`config.mk`:
```
export PLATFORM = sky130hd
export DESIGN_NAME = murmur3_hash_32_unit
export DESIGN_NICKNAME = d
export VERILOG_FILES = /design/src/design/mm3_pkg.sv /design/src/design/mm3_front.sv /design/src/design/mm3_queue.sv /design/src/design/mm3_back.sv /design/src/design/murmur3_hash_32_unit.sv
export SDC_FILE = /design/constraint.sdc
export NUM_CORES = 2
export LEC_CHECK = 0
export ABC_AREA = 1
export BUFFER_PORTS_ARGS = -buffer_cell sky130_fd_sc_hd__buf_2
export CAP_MARGIN = 20
export CORE_MARGIN = 10
export CORE_UTILIZATION = 40
export CTS_BUF_LIST = sky130_fd_sc_hd__clkbuf_2
export DETAILED_ROUTE_END_ITERATION = 16
export HOLD_SLACK_MARGIN = 0.15
export SYNTH_ARGS = -nofsm -noshare
export SYNTH_HDL_FRONTEND = slang
export SYNTH_HIERARCHICAL = 1
export SYNTH_SLANG_ARGS = --single-unit
export TNS_END_PERCENT = 5
```
`constraint.sdc`:
```
create_clock -name clk -period 14.11 [get_ports clk]
set_input_delay 1.411 -clock clk [delete_from_list [all_inputs] [get_ports clk]]
set_output_delay 1.411 -clock clk [all_outputs]
set_load 0.05 [all_outputs]
```
`src/design/mm3_pkg.sv`:
```
// Shared constants, queue entry type and helper functions for the murmur3 hash unit.
package mm3_pkg;

	localparam logic [31:0] C1 = 32'hcc9e2d51;
	localparam logic [31:0] C2 = 32'h1b873593;
	localparam logic [31:0] N_ADD = 32'he6546b64;
	localparam logic [31:0] F1 = 32'h85ebca6b;
	localparam logic [31:0] F2 = 32'hc2b2ae35;

	localparam int QUEUE_DEPTH = 4;
	localparam int ADDR_W = 3;

	localparam logic SEED_IDX = 1'b0;

	typedef struct packed {
		logic [31:0] k;
		logic        full;
		logic        last;
		logic [2:0]  add_len;
	} mm3_entry_t;

	function automatic logic [31:0] rotl15(input logic [31:0] x);
		rotl15 = {x[16:0], x[31:17]};
	endfunction

	function automatic logic [31:0] rotl13(input logic [31:0] x);
		rotl13 = {x[18:0], x[31:19]};
	endfunction

	function automatic logic [31:0] tail_mask(input logic [2:0] nb);
		case (nb)
			3'd0:    tail_mask = 32'h0000_0000;
			3'd1:    tail_mask = 32'h0000_00ff;
			3'd2:    tail_mask = 32'h0000_ffff;
			3'd3:    tail_mask = 32'h00ff_ffff;
			default: tail_mask = 32'hffff_ffff;
		endcase
	endfunction

endpackage

```
`src/design/mm3_front.sv`:
```
// Front end: accepts key words, classifies them and scrambles the masked word in two stages.
module mm3_front (
	input  logic                clk,
	input  logic                arst_n,
	input  logic                key_valid,
	output logic                key_stall,
	input  logic [31:0]         data_word,
	input  logic [2:0]          valid_bytes,
	input  logic                last,
	output logic                push,
	output mm3_pkg::mm3_entry_t push_entry,
	input  logic                queue_full
);
	import mm3_pkg::*;

	logic        v_s1;
	logic        v_s2;
	logic [31:0] k_s1;
	logic        full_s1;
	logic        last_s1;
	logic [2:0]  len_s1;
	mm3_entry_t  entry_s2;
	logic        ready_s1;
	logic        ready_s2;
	logic [2:0]  nb_sat;
	logic        is_full;
	logic [31:0] masked;
	logic [31:0] k2;

	assign ready_s2 = !v_s2 || !queue_full;
	assign ready_s1 = !v_s1 || ready_s2;
	assign key_stall = !ready_s1;

	always_comb begin
		nb_sat = (valid_bytes > 3'd4) ? 3'd4 : valid_bytes;
		is_full = !last || (nb_sat == 3'd4);
		masked = is_full ? data_word : (data_word & tail_mask(nb_sat));
		k2 = rotl15(k_s1) * C2;
	end

	always_ff @(posedge clk or negedge arst_n) begin
		if (!arst_n) begin
			v_s1 <= 1'b0;
			v_s2 <= 1'b0;
		end else begin
			if (ready_s1) v_s1 <= key_valid;
			if (ready_s2) v_s2 <= v_s1;
		end
	end

	always_ff @(posedge clk) begin
		if (ready_s1 && key_valid) begin
			k_s1 <= masked * C1;
			full_s1 <= is_full;
			last_s1 <= last;
			len_s1 <= is_full ? 3'd4 : nb_sat;
		end
		if (ready_s2 && v_s1) begin
			entry_s2.k <= k2;
			entry_s2.full <= full_s1;
			entry_s2.last <= last_s1;
			entry_s2.add_len <= len_s1;
		end
	end

	assign push = v_s2 && !queue_full;
	assign push_entry = entry_s2;

endmodule

```
`src/design/mm3_queue.sv`:
```
// Short queue of scrambled words between the front and the back end.
module mm3_queue #(
	parameter int DEPTH = mm3_pkg::QUEUE_DEPTH
) (
	input  logic                clk,
	input  logic                arst_n,
	input  logic                push,
	input  mm3_pkg::mm3_entry_t push_entry,
	output logic                full,
	input  logic                pop,
	output logic                avail,
	output mm3_pkg::mm3_entry_t head
);
	import mm3_pkg::*;

	localparam int PW = (DEPTH > 1) ? $clog2(DEPTH) : 1;
	localparam int CW = $clog2(DEPTH + 1);
	localparam logic [PW-1:0] LAST_PTR = PW'(DEPTH - 1);
	localparam logic [CW-1:0] DEPTH_C = CW'(DEPTH);

	mm3_entry_t    slot_q [DEPTH];
	logic [PW-1:0] wr_q;
	logic [PW-1:0] rd_q;
	logic [CW-1:0] cnt_q;

	assign full = (cnt_q == DEPTH_C);
	assign avail = (cnt_q != '0);
	assign head = slot_q[rd_q];

	always_ff @(posedge clk or negedge arst_n) begin
		if (!arst_n) begin
			wr_q <= '0;
			rd_q <= '0;
			cnt_q <= '0;
		end else begin
			if (push) wr_q <= (wr_q == LAST_PTR) ? '0 : wr_q + 1'b1;
			if (pop) rd_q <= (rd_q == LAST_PTR) ? '0 : rd_q + 1'b1;
			if (push && !pop) cnt_q <= cnt_q + 1'b1;
			else if (pop && !push) cnt_q <= cnt_q - 1'b1;
		end
	end

	always_ff @(posedge clk) begin
		if (push) slot_q[wr_q] <= push_entry;
	end

endmodule

```
`src/design/mm3_back.sv`:
```
// Back end: hash recurrence, length count, pipelined finalizer and output register.
module mm3_back (
	input  logic                clk,
	input  logic                arst_n,
	input  logic [31:0]         seed,
	input  logic                avail,
	input  mm3_pkg::mm3_entry_t head,
	output logic                pop,
	output logic                hash_valid,
	input  logic                hash_stall,
	output logic [31:0]         hash_value
);
	import mm3_pkg::*;

	logic        key_start_q;
	logic [31:0] h_q;
	logic [31:0] len_q;
	logic        v_s1;
	logic        v_s2;
	logic        v_s3;
	logic [31:0] f_s1;
	logic [31:0] f_s2;
	logic [31:0] f_s3;
	logic        ready_out;
	logic        ready_s3;
	logic        ready_s2;
	logic        ready_s1;
	logic [31:0] h_cur;
	logic [31:0] len_cur;
	logic [31:0] h_mix;
	logic [31:0] h_rot;
	logic [31:0] h_next;
	logic [31:0] len_next;
	logic [31:0] a1;
	logic [31:0] a2;

	assign ready_out = !hash_valid || !hash_stall;
	assign ready_s3 = !v_s3 || ready_out;
	assign ready_s2 = !v_s2 || ready_s3;
	assign ready_s1 = !v_s1 || ready_s2;
	assign pop = avail && ready_s1;

	always_comb begin
		h_cur = key_start_q ? seed : h_q;
		len_cur = key_start_q ? 32'd0 : len_q;
		h_mix = h_cur ^ head.k;
		h_rot = rotl13(h_mix);
		h_next = head.full ? ((h_rot << 2) + h_rot + N_ADD) : h_mix;
		len_next = len_cur + {29'd0, head.add_len};
		a1 = f_s1 ^ (f_s1 >> 16);
		a2 = f_s2 ^ (f_s2 >> 13);
	end

	always_ff @(posedge clk or negedge arst_n) begin
		if (!arst_n) begin
			key_start_q <= 1'b1;
			v_s1 <= 1'b0;
			v_s2 <= 1'b0;
			v_s3 <= 1'b0;
			hash_valid <= 1'b0;
		end else begin
			if (pop) key_start_q <= head.last;
			if (ready_s1) v_s1 <= pop && head.last;
			if (ready_s2) v_s2 <= v_s1;
			if (ready_s3) v_s3 <= v_s2;
			if (ready_out) hash_valid <= v_s3;
		end
	end

	always_ff @(posedge clk) begin
		if (pop && !head.last) begin
			h_q <= h_next;
			len_q <= len_next;
		end
		if (pop && head.last) f_s1 <= h_next ^ len_next;
		if (ready_s2 && v_s1) f_s2 <= a1 * F1;
		if (ready_s3 && v_s2) f_s3 <= a2 * F2;
		if (ready_out && v_s3) hash_value <= f_s3 ^ (f_s3 >> 16);
	end

endmodule

```
`src/design/murmur3_hash_32_unit.sv`:
```
// Top level of the streaming 32-bit murmur3 hash unit with its seed register.
//
// Key words enter on the key channel (key_valid, key_stall, data_word, valid_bytes,
// last); a transfer happens at a clock edge with key_valid high and key_stall low.
// Words are little-endian; valid_bytes counts only on the word marked last.
// One finalized hash leaves per key on the hash channel (hash_valid, hash_stall,
// hash_value), held from an output register until its transfer.
// The seed register lies at addresses 0 to 3 of the APB port (paddr[2] low) and is
// loaded at the start of each key; write it only while the unit is idle.
// Throughput is one word per cycle unless a stall holds it, set by the hash recurrence
// in the back end; the word scramble runs ahead in a two-stage front pipeline.
// From the transfer of the last word to hash_valid, a key passes both scramble stages,
// the queue write, the recurrence, the finalizer stages and the output register.
// Reset empties both pipelines and the queue and clears the seed to zero.
// While the receiver stalls, the finalizer, the queue and the front stages fill first;
// then key_stall rises and no word is taken until space frees up.
module murmur3_hash_32_unit #(
	parameter int QUEUE_DEPTH = mm3_pkg::QUEUE_DEPTH
) (
	input  logic                        clk,
	input  logic                        arst_n,
	input  logic                        psel,
	input  logic                        penable,
	input  logic                        pwrite,
	input  logic [mm3_pkg::ADDR_W-1:0]  paddr,
	input  logic [31:0]                 pwdata,
	output logic [31:0]                 prdata,
	output logic                        pready,
	input  logic                        key_valid,
	output logic                        key_stall,
	input  logic [31:0]                 data_word,
	input  logic [2:0]                  valid_bytes,
	input  logic                        last,
	output logic                        hash_valid,
	input  logic                        hash_stall,
	output logic [31:0]                 hash_value
);
	import mm3_pkg::*;

	logic        seed_sel;
	logic [31:0] seed_val_q;
	logic        push;
	mm3_entry_t  push_entry;
	logic        queue_full;
	logic        pop;
	logic        avail;
	mm3_entry_t  head;

	assign pready = 1'b1;
	assign seed_sel = (paddr[ADDR_W-1] == SEED_IDX);
	assign prdata = seed_sel ? seed_val_q : 32'd0;

	always_ff @(posedge clk or negedge arst_n) begin
		if (!arst_n) begin
			seed_val_q <= 32'd0;
		end else if (psel && penable && pwrite && seed_sel) begin
			seed_val_q <= pwdata;
		end
	end

	mm3_front u_front (
		.clk        (clk),
		.arst_n     (arst_n),
		.key_valid  (key_valid),
		.key_stall  (key_stall),
		.data_word  (data_word),
		.valid_bytes(valid_bytes),
		.last       (last),
		.push       (push),
		.push_entry (push_entry),
		.queue_full (queue_full)
	);

	mm3_queue #(
		.DEPTH(QUEUE_DEPTH)
	) u_queue (
		.clk       (clk),
		.arst_n    (arst_n),
		.push      (push),
		.push_entry(push_entry),
		.full      (queue_full),
		.pop       (pop),
		.avail     (avail),
		.head      (head)
	);

	mm3_back u_back (
		.clk       (clk),
		.arst_n    (arst_n),
		.seed      (seed_val_q),
		.avail     (avail),
		.head      (head),
		.pop       (pop),
		.hash_valid(hash_valid),
		.hash_stall(hash_stall),
		.hash_value(hash_value)
	);

endmodule
```
==> impl_metrics.ini <==
[synthesis]
synth-seq-area-share = 0.239
postSynthNetCount = 7655
synth.area.mux_share = 0
synthesis.area_um2 = 56900
synth_enable_flop_cells = 414
post_syn_instances = 6035
post_synth_num_cell_types = 58
compound_gate_fraction_of_synth_area = 0.0440
synth_simple_gate_area_share = 0.118
number_of_warnings_reported_in_the_yosys_synthesis_log = 6
synth-xor-area-share = 0.0495
async_flop_share = 0.100
synth_area_per_cell_um2 = 9.43
yosys.area_share.adder = 0.434
ys_seq_elements = 460
synth_top_family_by_area = adder cells
synth-main-ff-cell = sky130_fd_sc_hd__edfxtp_1

[placement]
gp_congestion = 0.945
place.port_buffers = 141
hpwl_um = 133000

[global_routing]
wire_length_of_the_first_global_routing_pass_um = 242000
vias_in_the_first_global_route = 41600
grtUsageTotal = 0.200
grt_antenna_before_repair = 5
maximum_number_of_pins_on_one_net_before_global_route_repair = 102
gr-total-overflow = 0

[die]
start_util = 0.402
design.die.area_um2 = 158000
die_h_um = 397
io_count = 145
dieWidth_um = 397
fp-row-count = 138
placeableCoreArea_um2 = 141000

[route]
finalWirelength_um = 157000
routedWlPerCell_um = 18.9
viasPerCell = 4.80
route.detailed.drc = 0
first_drt_iteration_drcs = 2443
firstDrtPassIters = 5
antenna_violating_nets_post_route = 0
num_vias = 39800

[timing]
max_freq_mhz = 129
min_period_ns = 7.77
worst_setup_skew_after_layout_ns = 0.201
hold_viol_final = 0
totalNegativeSetupSlack_ns = 0
worst_relative_slew_slack = 0.276
period_share = 0.550
worst_slew_pin_slew_ns = 1.08
maxSlewViolCount = 0
number_of_setup_violations_in_the_final_report = 0
grt_setup_unrepaired = false

[cts]
h-tree-depth = 3
cts.sinks = 460
tritoncts = yes
cts.reportedPaths.clkPinSlew_ns = 0.12
ctsLongestPathBuffers = 3
numCtsBuffers = 118
cts.repair.resized = 0
clkLatencyLatePin_ns = 1.49
cts.repair_timing.setup_buffer_count = 0
cts_hold_buf = 32
clock_tree.root_cell = sky130_fd_sc_hd__clkbuf_2

[worst_setup_path]
critical_path.max_fanout = 9
required_ns = 15.21
worstSetupPathType = reg2reg
crit_path_end_kind = register
worst_ep_arrival_time_ns = 8.87
worst_setup_path_start_kind = register

[finish]
sequential_cell_area_um2 = 13600
syn_to_final_growth_pct = 7.87
multi_input_comb_area_um2 = 36800
post_route_cells_drive_above_1_share = 0.0693
num-nets-final = 7916
n_fill_cell = 13900

[min_path]
hold_path_class = in2reg

[outcome]
outcome = complete, no violations

[flow_run]
timing.max_cap.violations = 0
==> cell families (layout without fill, tap and decap cells) <==
group | after synthesis | in the layout
AO/OA/AOI/OAI | 415 | 415
XOR/XNOR | 318 | 318
buffers and inverters | 1695 | 2055
flip-flops | 460 | 460
AND/OR/NAND/NOR | 1604 | 1604
other | 1 | 12
adder cells (fa/ha/maj) | 1542 | 1542
==> cell usage after synthesis (24+ instances only) <==
library cell	n	area share
sky130_fd_sc_hd__o21ai_0	91	0.0080
sky130_fd_sc_hd__nand4_1	40	0.0044
sky130_fd_sc_hd__fa_1	718	0.25
sky130_fd_sc_hd__nor3_1	35	0.0031
sky130_fd_sc_hd__ha_1	824	0.18
sky130_fd_sc_hd__dfrtp_1	45	0.020
sky130_fd_sc_hd__inv_1	1620	0.11
sky130_fd_sc_hd__xor2_1	199	0.031
sky130_fd_sc_hd__nand2_1	989	0.065
sky130_fd_sc_hd__edfxtp_1	414	0.22
sky130_fd_sc_hd__nand3_1	212	0.019
sky130_fd_sc_hd__nor2_1	253	0.017
sky130_fd_sc_hd__xnor2_1	115	0.018
sky130_fd_sc_hd__a21oi_1	150	0.013
sky130_fd_sc_hd__o211ai_1	80	0.011
sky130_fd_sc_hd__o21bai_1	24	0.0032
==> sequential cells by signal, summed over array words and instances, names as in the netlist, 2 cells and up <==
register,count
u_back/f_s1,32
u_back/h_q,32
u_front/len_s1,3
u_queue/wr_q,2
u_queue/slot_q,148
u_front/k_s1,32
u_queue/rd_q,2
u_queue/cnt_q,3
u_front/push_entry,37
u_back/f_s2,32
seed_val_q,32
u_back/len_q,32
u_back/f_s3,32
u_back/hash_value,32
==> routing by layer <==
| layer | vias up | GRT usage | wire length (um) |
|---|---|---|---|
| li1 | 19300 | - | - |
| met1 | 19400 | 0.277 | 72300 |
| met2 | 926 | 0.329 | 73500 |
| met3 | 178 | 0.0297 | 7800 |
| met4 | 2 | 0.0448 | 3200 |
| met5 | - | 0 | 13 |
==> worst max-delay path, stage by stage (launching register included) <==
cell and delay (ns):
sky130_fd_sc_hd__edfxtp_1 0.60, sky130_fd_sc_hd__inv_1 0.18, sky130_fd_sc_hd__or2_2 0.30, sky130_fd_sc_hd__nand2_1 0.33
sky130_fd_sc_hd__ha_1 0.29, sky130_fd_sc_hd__inv_1 0.07, sky130_fd_sc_hd__fa_1 0.51, sky130_fd_sc_hd__inv_1 0.05
sky130_fd_sc_hd__ha_1 0.33, sky130_fd_sc_hd__fa_1 0.58, sky130_fd_sc_hd__inv_1 0.07, sky130_fd_sc_hd__fa_1 0.52
sky130_fd_sc_hd__fa_1 0.52, sky130_fd_sc_hd__fa_1 0.58, sky130_fd_sc_hd__inv_1 0.07, sky130_fd_sc_hd__fa_1 0.48
sky130_fd_sc_hd__ha_1 0.41, sky130_fd_sc_hd__inv_1 0.10, sky130_fd_sc_hd__nor3_1 0.49, sky130_fd_sc_hd__nand2_1 0.12
sky130_fd_sc_hd__or2_2 0.31, sky130_fd_sc_hd__nand3_1 0.27, sky130_fd_sc_hd__inv_1 0.07, sky130_fd_sc_hd__nand2_1 0.07
sky130_fd_sc_hd__nand2_1 0.14
==> through the flow <==
step	cells	setup WS [ns]	hold slack, ns	utilization	cell area, um2
2_1_floorplan	6035	6.79	0.400	-	56900
6_report	8296	6.34	0.359	0.434	61400
3_3_place_gp	8033	5.42	0.403	0.423	59800
4_1_cts	8284	6.36	0.160	0.434	61300
3_5_place_dp	8033	5.39	0.406	0.423	59800
5_1_grt	8293	6.06	0.185	0.434	61400
==> final cells by class <==
| class | count | area share |
|---|---|---|
| sequential | 460 | 0.221 |
| multi-input combinational | 3880 | 0.599 |
| inverter | 1634 | 0.100 |
| clock buffer | 168 | 0.0137 |
| clock inverter | 51 | 0.00610 |
| antenna | 11 | 0.000449 |
| timing repair buffer | 202 | 0.0205 |
| tap | 1890 | 0.0385 |
==> path summary, 6_finish.rpt <==
| check | start | to | slack (ns) | depth (start not counted) |
|---|---|---|---|---|
| min | pwdata[29] | seed_val_q[29] | 0.36 | 3 |
| max in group asynchronous | arst_n | u_queue/rd_q[0] | 12.82 | 3 |
| min reg2reg | u_front/last_s1 | u_front/push_entry[3] | 0.41 | 0 |
| min in group asynchronous | arst_n | seed_val_q[5] | 0.67 | 3 |
| max | u_back/f_s2[20] | u_back/f_s3[31] | 6.34 | 24 |
| max reg2reg | u_back/f_s2[20] | u_back/f_s3[31] | 6.34 | 24 |
==> cells in the final DEF, fill, tap and decap left out, types with 35 or more instances in the layout <==
| cell | netlist | final |
|---|---|---|
| sky130_fd_sc_hd__nand2_1 | 989 | 989 |
| sky130_fd_sc_hd__dfrtp_1 | 45 | 45 |
| sky130_fd_sc_hd__edfxtp_1 | 414 | 414 |
| sky130_fd_sc_hd__nand3_1 | 212 | 212 |
| sky130_fd_sc_hd__xnor2_1 | 115 | 115 |
| sky130_fd_sc_hd__nor2_1 | 253 | 250 |
| sky130_fd_sc_hd__xor2_1 | 199 | 198 |
| sky130_fd_sc_hd__nor3_1 | 35 | 35 |
| sky130_fd_sc_hd__clkbuf_2 | 0 | 168 |
| sky130_fd_sc_hd__o211ai_1 | 80 | 80 |
| sky130_fd_sc_hd__buf_2 | 19 | 141 |
| sky130_fd_sc_hd__ha_1 | 824 | 824 |
| sky130_fd_sc_hd__a21oi_1 | 150 | 148 |
| sky130_fd_sc_hd__fa_1 | 718 | 718 |
| sky130_fd_sc_hd__o21ai_0 | 91 | 91 |
| sky130_fd_sc_hd__inv_1 | 1620 | 1618 |
| sky130_fd_sc_hd__nand4_1 | 40 | 40 |
Power is not shown: default switching activity piles up to over one toggle a cycle in this logic, so the estimate is an artifact.
